--- config.mk ---
export PLATFORM = sky130hd
export DESIGN_NAME = fmce_ctrl
export DESIGN_NICKNAME = d
export VERILOG_FILES = /design/src/rtl/fmce_pkg.sv /design/src/rtl/fmce_ctrl.sv
export SDC_FILE = /design/constraint.sdc
export NUM_CORES = 1
export LEC_CHECK = 0
export BUFFER_PORTS_ARGS = -buffer_cell sky130_fd_sc_hd__buf_2
export CORE_ASPECT_RATIO = 1.75
export CORE_MARGIN = 2
export CORE_UTILIZATION = 30
export CTS_CLUSTER_DIAMETER = 40
export DETAILED_ROUTE_END_ITERATION = 7
export SLEW_MARGIN = 5
export SYNTH_ARGS = -nofsm -noshare
export SYNTH_HDL_FRONTEND = slang
export SYNTH_SLANG_ARGS = --single-unit
--- constraint.sdc ---
create_clock -name clk -period 1.6 [get_ports clk]
set_input_delay 0.16 -clock clk [delete_from_list [all_inputs] [get_ports clk]]
set_output_delay 0.16 -clock clk [all_outputs]
set_load 0.01 [all_outputs]
--- src/rtl/fmce_pkg.sv ---
// shared types, constants and functions for the frame mic cmac engine
`default_nettype none
package fmce_pkg;

    localparam int KEY_W = 64;
    localparam int BLK_W = 128;
    localparam int CFG_IDX_W = 3;

    localparam logic [CFG_IDX_W-1:0] REG_NET_KEY_HIGH = 3'd0;
    localparam logic [CFG_IDX_W-1:0] REG_NET_KEY_LOW  = 3'd1;
    localparam logic [CFG_IDX_W-1:0] REG_DEV_KEY_HIGH = 3'd2;
    localparam logic [CFG_IDX_W-1:0] REG_DEV_KEY_LOW  = 3'd3;
    localparam logic [CFG_IDX_W-1:0] REG_DEV_ADDR     = 3'd4;

    localparam logic [7:0] B0_TAG = 8'h49;
    localparam logic [7:0] PAD_BYTE = 8'h80;
    localparam logic [7:0] CMAC_RB = 8'h87;
    localparam logic [7:0] MIC_LEN = 8'd4;
    localparam logic [3:0] LAST_ROUND = 4'd10;

    typedef enum logic [3:0] {
        ST_IDLE,
        ST_DISPATCH,
        ST_SUB,
        ST_SUB_WAIT,
        ST_ABS,
        ST_ABS_WAIT,
        ST_ABS_XOR,
        ST_AFTER,
        ST_FIN,
        ST_FIN_WAIT,
        ST_LASTCHK,
        ST_EMIT
    } ctrl_state_t;

    typedef enum logic [1:0] {
        SRC_ZERO,
        SRC_CHAIN,
        SRC_FINAL
    } aes_src_t;

    typedef struct packed {
        logic     accept;
        logic     aes_start;
        aes_src_t aes_src;
        logic     sub_load;
        logic     absorb;
        logic     chain_load;
        logic     set_done;
        logic     emit;
    } fmce_cmd_t;

    typedef struct packed {
        logic lat_first;
        logic lat_last;
        logic in_frame;
        logic done;
        logic pos_lt_mlen;
        logic need_enc;
        logic at_end;
        logic mlen_zero;
        logic aes_done;
        logic out_busy;
    } fmce_stat_t;

    localparam logic [7:0] SBOX [256] = '{
        8'h63,8'h7c,8'h77,8'h7b,8'hf2,8'h6b,8'h6f,8'hc5,8'h30,8'h01,8'h67,8'h2b,8'hfe,8'hd7,8'hab,8'h76,
        8'hca,8'h82,8'hc9,8'h7d,8'hfa,8'h59,8'h47,8'hf0,8'had,8'hd4,8'ha2,8'haf,8'h9c,8'ha4,8'h72,8'hc0,
        8'hb7,8'hfd,8'h93,8'h26,8'h36,8'h3f,8'hf7,8'hcc,8'h34,8'ha5,8'he5,8'hf1,8'h71,8'hd8,8'h31,8'h15,
        8'h04,8'hc7,8'h23,8'hc3,8'h18,8'h96,8'h05,8'h9a,8'h07,8'h12,8'h80,8'he2,8'heb,8'h27,8'hb2,8'h75,
        8'h09,8'h83,8'h2c,8'h1a,8'h1b,8'h6e,8'h5a,8'ha0,8'h52,8'h3b,8'hd6,8'hb3,8'h29,8'he3,8'h2f,8'h84,
        8'h53,8'hd1,8'h00,8'hed,8'h20,8'hfc,8'hb1,8'h5b,8'h6a,8'hcb,8'hbe,8'h39,8'h4a,8'h4c,8'h58,8'hcf,
        8'hd0,8'hef,8'haa,8'hfb,8'h43,8'h4d,8'h33,8'h85,8'h45,8'hf9,8'h02,8'h7f,8'h50,8'h3c,8'h9f,8'ha8,
        8'h51,8'ha3,8'h40,8'h8f,8'h92,8'h9d,8'h38,8'hf5,8'hbc,8'hb6,8'hda,8'h21,8'h10,8'hff,8'hf3,8'hd2,
        8'hcd,8'h0c,8'h13,8'hec,8'h5f,8'h97,8'h44,8'h17,8'hc4,8'ha7,8'h7e,8'h3d,8'h64,8'h5d,8'h19,8'h73,
        8'h60,8'h81,8'h4f,8'hdc,8'h22,8'h2a,8'h90,8'h88,8'h46,8'hee,8'hb8,8'h14,8'hde,8'h5e,8'h0b,8'hdb,
        8'he0,8'h32,8'h3a,8'h0a,8'h49,8'h06,8'h24,8'h5c,8'hc2,8'hd3,8'hac,8'h62,8'h91,8'h95,8'he4,8'h79,
        8'he7,8'hc8,8'h37,8'h6d,8'h8d,8'hd5,8'h4e,8'ha9,8'h6c,8'h56,8'hf4,8'hea,8'h65,8'h7a,8'hae,8'h08,
        8'hba,8'h78,8'h25,8'h2e,8'h1c,8'ha6,8'hb4,8'hc6,8'he8,8'hdd,8'h74,8'h1f,8'h4b,8'hbd,8'h8b,8'h8a,
        8'h70,8'h3e,8'hb5,8'h66,8'h48,8'h03,8'hf6,8'h0e,8'h61,8'h35,8'h57,8'hb9,8'h86,8'hc1,8'h1d,8'h9e,
        8'he1,8'hf8,8'h98,8'h11,8'h69,8'hd9,8'h8e,8'h94,8'h9b,8'h1e,8'h87,8'he9,8'hce,8'h55,8'h28,8'hdf,
        8'h8c,8'ha1,8'h89,8'h0d,8'hbf,8'he6,8'h42,8'h68,8'h41,8'h99,8'h2d,8'h0f,8'hb0,8'h54,8'hbb,8'h16
    };

    function automatic logic [7:0] sbox_f(input logic [7:0] v);
        return SBOX[v];
    endfunction

    function automatic logic [7:0] xtime_f(input logic [7:0] v);
        return {v[6:0], 1'b0} ^ (v[7] ? 8'h1b : 8'h00);
    endfunction

    // gf(2^128) doubling, byte 0 in the top bits
    function automatic logic [BLK_W-1:0] dbl_f(input logic [BLK_W-1:0] v);
        return {v[BLK_W-2:0], 1'b0} ^ {{(BLK_W-8){1'b0}}, (v[BLK_W-1] ? CMAC_RB : 8'h00)};
    endfunction

endpackage
`default_nettype wire

--- src/rtl/fmce_ctrl.sv ---
// controller state machine sequencing subkey, absorb and finalize steps
`default_nettype none
module fmce_ctrl
    import fmce_pkg::*;
(
    input  wire logic       clk,
    input  wire logic       rst_n,
    input  wire logic       in_valid,
    input  wire fmce_stat_t stat,
    output logic            in_ready,
    output fmce_cmd_t       cmd
);

    ctrl_state_t state_reg, state_next;
    logic        from_first_reg, from_first_next;

    always_comb
    begin
        state_next = state_reg;
        from_first_next = from_first_reg;
        case (state_reg)
            ST_IDLE:
            begin
                if (in_valid)
                begin
                    state_next = ST_DISPATCH;
                end
            end
            ST_DISPATCH:
            begin
                if (stat.lat_first)
                begin
                    state_next = ST_SUB;
                end
                else if (stat.in_frame)
                begin
                    state_next = ST_ABS;
                end
                else
                begin
                    state_next = ST_IDLE;
                end
            end
            ST_SUB:
            begin
                state_next = ST_SUB_WAIT;
            end
            ST_SUB_WAIT:
            begin
                if (stat.aes_done)
                begin
                    if (stat.mlen_zero)
                    begin
                        state_next = ST_FIN;
                        from_first_next = 1'b1;
                    end
                    else
                    begin
                        state_next = ST_ABS;
                    end
                end
            end
            ST_ABS:
            begin
                if (stat.pos_lt_mlen && stat.need_enc)
                begin
                    state_next = ST_ABS_WAIT;
                end
                else
                begin
                    state_next = ST_AFTER;
                end
            end
            ST_ABS_WAIT:
            begin
                if (stat.aes_done)
                begin
                    state_next = ST_ABS_XOR;
                end
            end
            ST_ABS_XOR:
            begin
                state_next = ST_AFTER;
            end
            ST_AFTER:
            begin
                if (!stat.done && stat.at_end)
                begin
                    state_next = ST_FIN;
                    from_first_next = 1'b0;
                end
                else
                begin
                    state_next = ST_LASTCHK;
                end
            end
            ST_FIN:
            begin
                state_next = ST_FIN_WAIT;
            end
            ST_FIN_WAIT:
            begin
                if (stat.aes_done)
                begin
                    state_next = from_first_reg ? ST_ABS : ST_LASTCHK;
                    from_first_next = 1'b0;
                end
            end
            ST_LASTCHK:
            begin
                if (!stat.lat_last)
                begin
                    state_next = ST_IDLE;
                end
                else if (stat.done)
                begin
                    state_next = ST_EMIT;
                end
                else
                begin
                    state_next = ST_FIN;
                    from_first_next = 1'b0;
                end
            end
            ST_EMIT:
            begin
                if (!stat.out_busy)
                begin
                    state_next = ST_IDLE;
                end
            end
            default:
            begin
                state_next = ST_IDLE;
            end
        endcase
    end

    always_comb
    begin
        in_ready = 1'b0;
        cmd = '0;
        cmd.aes_src = SRC_ZERO;
        case (state_reg)
            ST_IDLE:
            begin
                in_ready = 1'b1;
                cmd.accept = in_valid;
            end
            ST_SUB:
            begin
                cmd.aes_start = 1'b1;
                cmd.aes_src = SRC_ZERO;
            end
            ST_SUB_WAIT:
            begin
                cmd.sub_load = stat.aes_done;
            end
            ST_ABS:
            begin
                if (stat.pos_lt_mlen && stat.need_enc)
                begin
                    cmd.aes_start = 1'b1;
                    cmd.aes_src = SRC_CHAIN;
                end
                else
                begin
                    cmd.absorb = 1'b1;
                end
            end
            ST_ABS_WAIT:
            begin
                cmd.chain_load = stat.aes_done;
            end
            ST_ABS_XOR:
            begin
                cmd.absorb = 1'b1;
            end
            ST_FIN:
            begin
                cmd.aes_start = 1'b1;
                cmd.aes_src = SRC_FINAL;
                cmd.set_done = 1'b1;
            end
            ST_FIN_WAIT:
            begin
                cmd.chain_load = stat.aes_done;
            end
            ST_EMIT:
            begin
                cmd.emit = !stat.out_busy;
            end
            default:
            begin
                cmd = '0;
            end
        endcase
    end

    always_ff @(posedge clk or negedge rst_n)
    begin
        if (!rst_n)
        begin
            state_reg <= ST_IDLE;
            from_first_reg <= 1'b0;
        end
        else
        begin
            state_reg <= state_next;
            from_first_reg <= from_first_next;
        end
    end

endmodule
`default_nettype wire

---- Word level (Yosys, flattened, before mapping) ----
Index checks and enable logic that the tools add are counted.
W data, S select, Z words.
operators by class
  muxes and demuxes ....................... 31
  equal/unequal tests ..................... 20
  reduce and logical (&&, ||, !) cells .... 9
operator list
  operator              count
  $pmux W4 S12          1
  $mux W4               8
  $ne A2 B2 Y1 const B  9
  $eq A4 B3 Y1 const B  4
  $eq A4 B4 Y1 const B  4
  $mux W1               13
  $mux W3               3
  $pmux W3 S3           1
  $eq A4 B2 Y1 const B  2
  $reduce_and A7 Y1     1
  $mux W2               3
  $reduce_and A5 Y1     1
  $eq A4 B1 Y1 const B  1
  $logic_not A4 Y1      1
  $pmux W1 S4           1
  $reduce_bool A4 Y1    1
  $logic_and A1 B1 Y1   2
  $logic_not A1 Y1      2
  $pmux W1 S2           1
  $reduce_or A2 Y1      1
word-level totals
  input bits .............................. 13
  logic and storage cells ................. 62
  output and inout bits ................... 10
  register bits after elaboration ......... 5

---- Longest topological paths before layout ----
Gate-level depths: netlist of run 1.
  depth after elaboration ................. 4
  gate-level depth with buffers ........... 6
  gate-level depth less buffers ........... 4

---- Worst setup path before layout of run 1 ----
No wires, ideal clock.
  kind .................................... reg-to-output
  start ................................... register state_reg[1]
  end ..................................... output port cmd[6] in the netlist's numbering
  arrival time ............................ 1.287 ns
  buffers on the path ..................... 4
  cell stages (with the launch flop) ...... 6
  path slack .............................. 0.153 ns
  required time ........................... 1.440 ns
  cells stage by stage .................... dfrtp_1 -> buf_6 -> buf_6 -> buf_6 -> nor3_1 -> buf_4
RTL lines
  element                   line              text
  start: declaration        fmce_ctrl.sv:14   ctrl_state_t state_reg, state_next;
  start signal: assignment  fmce_ctrl.sv:209  state_reg <= state_next;
  end: declaration          fmce_ctrl.sv:11   output fmce_cmd_t cmd

==> results of run 1 <==
where the power goes:
group	switching (mW)	total (mW)	internal (mW)	leakage, nW
Combinational	0.721	1.45	0.728	0.389
Sequential	0.0802	0.268	0.188	0.0584
Clock	0.0590	0.230	0.171	0.0228
Total	0.861	1.95	1.09	0.470
kinds of logic after synthesis:
family,count (synthesis)
simple gates,42
compound gates,29
buf+inv,14
flops,5
xor+xnor,2
placed cells by master (no fill, tap or decap), drive strengths merged, types with 3 or more instances in the layout:
| cell type | netlist | final |
|---|---|---|
| dfrtp | 5 | 5 |
| o21ai | 4 | 4 |
| inv | 4 | 4 |
| nor4 | 3 | 3 |
| nor2 | 7 | 7 |
| a21oi | 6 | 6 |
| buf | 9 | 40 |
| nor2b | 8 | 8 |
| clkbuf | 1 | 5 |
| nand2 | 7 | 7 |
| nor3 | 3 | 3 |
cell usage after synthesis, types with 2 or more instances:
cell,n
nor3_1,3
inv_1,4
nor4_2,2
o21ai_0,3
xnor2_1,2
buf_6,4
dfrtp_1,5
buf_4,3
buf_2,2
o2bb2ai_1,2
nand3_1,2
nor2_1,7
nor3b_1,2
nand2_1,7
nor2b_1,8
and2_1,2
a21oi_1,6
o32ai_1,2
how the worst max path moves through the flow:
| stage | to | slack [ps] | cells past startpoint |
|---|---|---|---|
| after floorplan | cmd[6] | 150 | 5 |
| after global placement | from_first_reg | 50 | 4 |
| after detailed placement | from_first_reg | 20 | 4 |
| after CTS | cmd[2] | 3 | 5 |
| after global routing | cmd[7] | -50 | 6 |
| final | cmd[7] | 40 | 6 |
metal layers:
layer | GRT usage, % | wire (µm)
met1 | 14.6 | 802
met2 | 31.1 | 1310
met3 | 0.775 | 87
met4 | 8.96 | 64
met5 | 0 | 0
final cells by class:
cell class	instances	area share, %
inverters	4	1.40
flip-flops and latches	5	12.1
clock buffers	4	4.19
multi-input cells	73	54.0
well taps	26	3.03
repair buffers	42	25.3
through the flow:
step | setup slack, ps | setup TNS, ps | cell area (µm²)
2_1_floorplan | 153 | 0 | 747
3_3_place_gp | 50.0 | 0 | 905
3_5_place_dp | 19.2 | 0 | 905
4_1_cts | 3.21 | 0 | 992
5_1_grt | -51.1 | -119 | 1070
6_report | 43.5 | 0 | 1070
critical path, stage by stage, from the launching register on:
cell     delay (ps)
dfrtp_2         450
buf_8           170
xnor2_1         140
nor2_2          140
nor2_1           60
nor2_1           80
buf_2           130
repair_timing:
item	4_1_cts	5_1_grt
setup buffers	2	4
gates resized for setup	8	11
pin swaps	0	1
hold buffers	1	0
hold endpoints to repair	5	0
gates cloned	0	0
endpoints found under the setup margin	7	7
==> impl_metrics.ini, run 1 <==
[status]
outcome = completed

[cells_and_area]
diodes = 0
utilization_pct = 44.2
largest_reg_flops = 4
instances_no_fill = 154
multi_input_area_um2 = 581
layout.area.seq_um2 = 130
nFillCells = 246
areaGrowthSynthToFinish_pct = 43.9
layout-drive-gt1-share_pct = 50.0
nets = 142

[sta]
min_period_ps = 1560
finalHoldViolations = 0
skew_ps = 0.553
final.period_utilization_pct = 97.3
maxSlewViolCount = 0
whs_ps = 292
rsz0062_at_grt = yes
max_clock_freq_ghz = 0.642
worstMarginPinSlew_ps = 353
slew_headroom_pct = 76.1
setup_viol = 0

[critical_path]
crit_start = state_reg[1]
path_class = flip-flop to primary output
cp_max_fo = 14
cp-end-kind = primary output
ff2ff_setup_slack_ps = 50
cp-start-kind = flip-flop
critPathRequiredTime_ps = 1440
worstReg2RegEnd = state_reg[2]
critPathArrivalTime_ps = 1400
r2r-start = state_reg[1]
worst_r2r_path_depth = 6

[pwr]
p_leak_nw = 0.470
ir_drop_v = 0.000534
total_power_mw = 1.95
power_density_nw_per_um2 = 1810

[synth]
synthArstFlopShare_pct = 100
synth_top_family_by_area = simple AND/OR/NAND/NOR gates
synth_fa_ha_area_share_pct = 0
syn-num-nets = 105
yosysSeqAreaShare_pct = 16.8
synth-seq-cells = 5
post_synth_instance_area_um2 = 747
syn_avg_cell_area_um2 = 8.12
synth_compound_area_share_pct = 30.0
synth_warnings = 0
synth_simple_gate_area_share_pct = 37.9
synth_xor_area_share_pct = 2.35
synth_enable_flop_cells = 0
netlist.area_leader.share_pct = 16.8
ys_types = 44
synth_mux_area_share_pct = 0
syn_inst = 92
synth_top_cell_by_area = dfrtp_1
synthTopCellsByArea = dfrtp_1 (17%), nor2b_1 (6.7%), buf_6 (6.0%)
synth_flop_cell = dfrtp_1

[clock_tree]
cts_buffers = 3
cts.sinks = 5
clk_pin_slew_worst_paths_ps = 30
clkLatencyLatePin_ps = 220
tritoncts = built
cts_buffer_depth = 2
htree_num_levels = 1
clockRootBuffer = clkbuf_8

[grt]
grt.total_usage_pct = 15.6
grt_pass1_vias = 781
antenna_found_initial = 0
grt_start_max_net_pins = 15
grt_overflow = 0
grt_pass1_wl_um = 3520

[drt]
wl_per_cell_um = 14.7
drt-initial-drc-count = 29
drt_wl_total_um = 2270
vias_per_cell = 5.51
drtAntennaViolNets = 0
drc = 0
firstDrtPassIters = 4
num_vias = 848

[run]
drv_cap = 0

[die]
row_count = 24
start_util_pct = 30.7
die_w_um = 41.7
die_h_um = 70.0
ioPinCount = 23
core-area_um2 = 2430
die_area_um2 = 2920

[placement]
place.gp.congestion = 0.891
portBuffers = 22
dp.cells = 143
dp_hpwl_um = 1700

[min_path]
hp-class = input port to async pin
Note: power is estimated with default switching activity, not from simulation.
==> inputs of run 2 (changes only) <==
--- a/config.mk
+++ b/config.mk
@@ -6,11 +6,12 @@
 export NUM_CORES = 1
 export LEC_CHECK = 0
 export BUFFER_PORTS_ARGS = -buffer_cell sky130_fd_sc_hd__buf_2
-export CORE_ASPECT_RATIO = 1.75
 export CORE_MARGIN = 2
-export CORE_UTILIZATION = 30
+export CORE_UTILIZATION = 50
 export CTS_CLUSTER_DIAMETER = 40
 export DETAILED_ROUTE_END_ITERATION = 7
+export PLACE_DENSITY = 0.78
+export SKIP_CTS_REPAIR_TIMING = 1
 export SLEW_MARGIN = 5
 export SYNTH_ARGS = -nofsm -noshare
 export SYNTH_HDL_FRONTEND = slang
==> impl_metrics.ini, run 2 (same netlist as run 1, synthesis figures left out) <==
[status]
outcome = complete, but fails checks
violations = negative setup slack

[placement]
portBuffers = 22
place.gp.congestion = 0.890
dpl_cell_area_um2 = 888
place_ws_ps = 20.9
dp_hpwl_um = 1420
dp.cells = 130

[critical_path]
crit_start = state_reg[0]
path_class = flip-flop to primary output
critPathRequiredTime_ps = 1440
endpoint = cmd[8]
path_delay_family = flip-flops
cp_max_fo = 5
r2r-start = state_reg[0]
cp.buffers_inverters = 3
critPathArrivalTime_ps = 1440
crit_cells = 5
worstReg2RegEnd = state_reg[1]
cp-start-kind = flip-flop
path_cells = buf_4 > buf_6 > nor4_4 > and2_1 > buf_2
cp-end-kind = primary output
ff2ff_setup_slack_ps = 30
cp_slowest_cell = dfrtp_2
slowest_delay_ps = 430
worst_r2r_path_depth = 5

[sta]
finalHoldViolations = 0
max_clock_freq_ghz = 0.624
worstMarginPinSlew_ps = 379
setup_viol = 1
whs_ps = 252
min_period_ps = 1600
slew_headroom_pct = 74.7
fin_ws_ps = -3.78
skew_ps = 4.54
final.period_utilization_pct = 100
fin_tns_setup_ps = -3.78
maxSlewViolCount = 0
rsz0062_at_grt = yes

[pwr]
p_leak_nw = 0.492
total_power_mw = 2.04
power_density_nw_per_um2 = 1840
ir_drop_v = 0.00106

[cells_and_area]
utilization_pct = 81.8
nFillCells = 87
final_area_um2 = 1100
areaGrowthSynthToFinish_pct = 47.9
diodes = 0
layout_commonest_cell = buf_2
layout-drive-gt1-share_pct = 53.1
nets = 144
largest_reg_flops = 4
instances_no_fill = 145
final_cell_mix = buf_2 (22), buf_4 (16)

[grt]
grt.total_usage_pct = 23.7
grt_start_max_net_pins = 23
grt_pass1_vias = 716
grt_overflow = 0
grt_pass1_wl_um = 3330
antenna_found_initial = 0

[clock_tree]
clk_pin_slew_worst_paths_ps = 50
tritoncts = built
clkLatencyLatePin_ps = 250
clockRootBuffer = clkbuf_4
cts_buffer_depth = 2
htree_num_levels = 1
cts.sinks = 5
cts_buffers = 3

[die]
die_w_um = 42.7
start_util_pct = 55.3
ioPinCount = 23
row_count = 13
core-area_um2 = 1350
die_h_um = 42.7
die_area_um2 = 1820

[drt]
firstDrtPassIters = 4
wl_met1_um = 1010
route.met3.wl_um = 158
wl_per_cell_um = 16.7
drt-initial-drc-count = 31
drt_wl_total_um = 2420
wl_met2_um = 1170
drtAntennaViolNets = 0
drc = 0
num_vias = 902
vias_per_cell = 6.22
top_layer_used = met4

[min_path]
hp-class = input port to async pin

[run]
drv_cap = 0
## run 2: changes by cell type in the layout (fill, tap and decap cells not counted), sizes merged
cell  before  now
buf       40   42
## run 2: cell type report
type | count | area, µm² | area share (%)
multi-input cells | 73 | 587 | 53.1
repair buffers | 44 | 328 | 29.7
flip-flops and latches | 5 | 130 | 11.8
clock buffers | 4 | 26.3 | 2.38
well taps | 15 | 18.8 | 1.70
inverters | 4 | 15.0 | 1.36
## run 2: layer usage
layer  global-route usage [%]  up-vias
li1                         -      418
met1                     33.5      414
met2                     35.8       55
met3                     2.55       15
met4                     10.6        0
met5                        0        -
## run 2: how the worst min path moves through the flow
stage                      from             end  slack, ps
after floorplan           rst_n  from_first_reg       -140
after global placement    rst_n    state_reg[0]        -20
after detailed placement  rst_n    state_reg[0]        -20
after CTS                 rst_n    state_reg[2]       -280
after global routing      rst_n  from_first_reg        280
final                     rst_n  from_first_reg        250
## run 2: report_power, final
part           internal, mW  leakage, nW  total [mW]  switching [mW]
Combinational         0.826        0.419        1.61           0.787
Clock                0.0949       0.0150       0.156          0.0610
Sequential            0.187       0.0584       0.268          0.0807
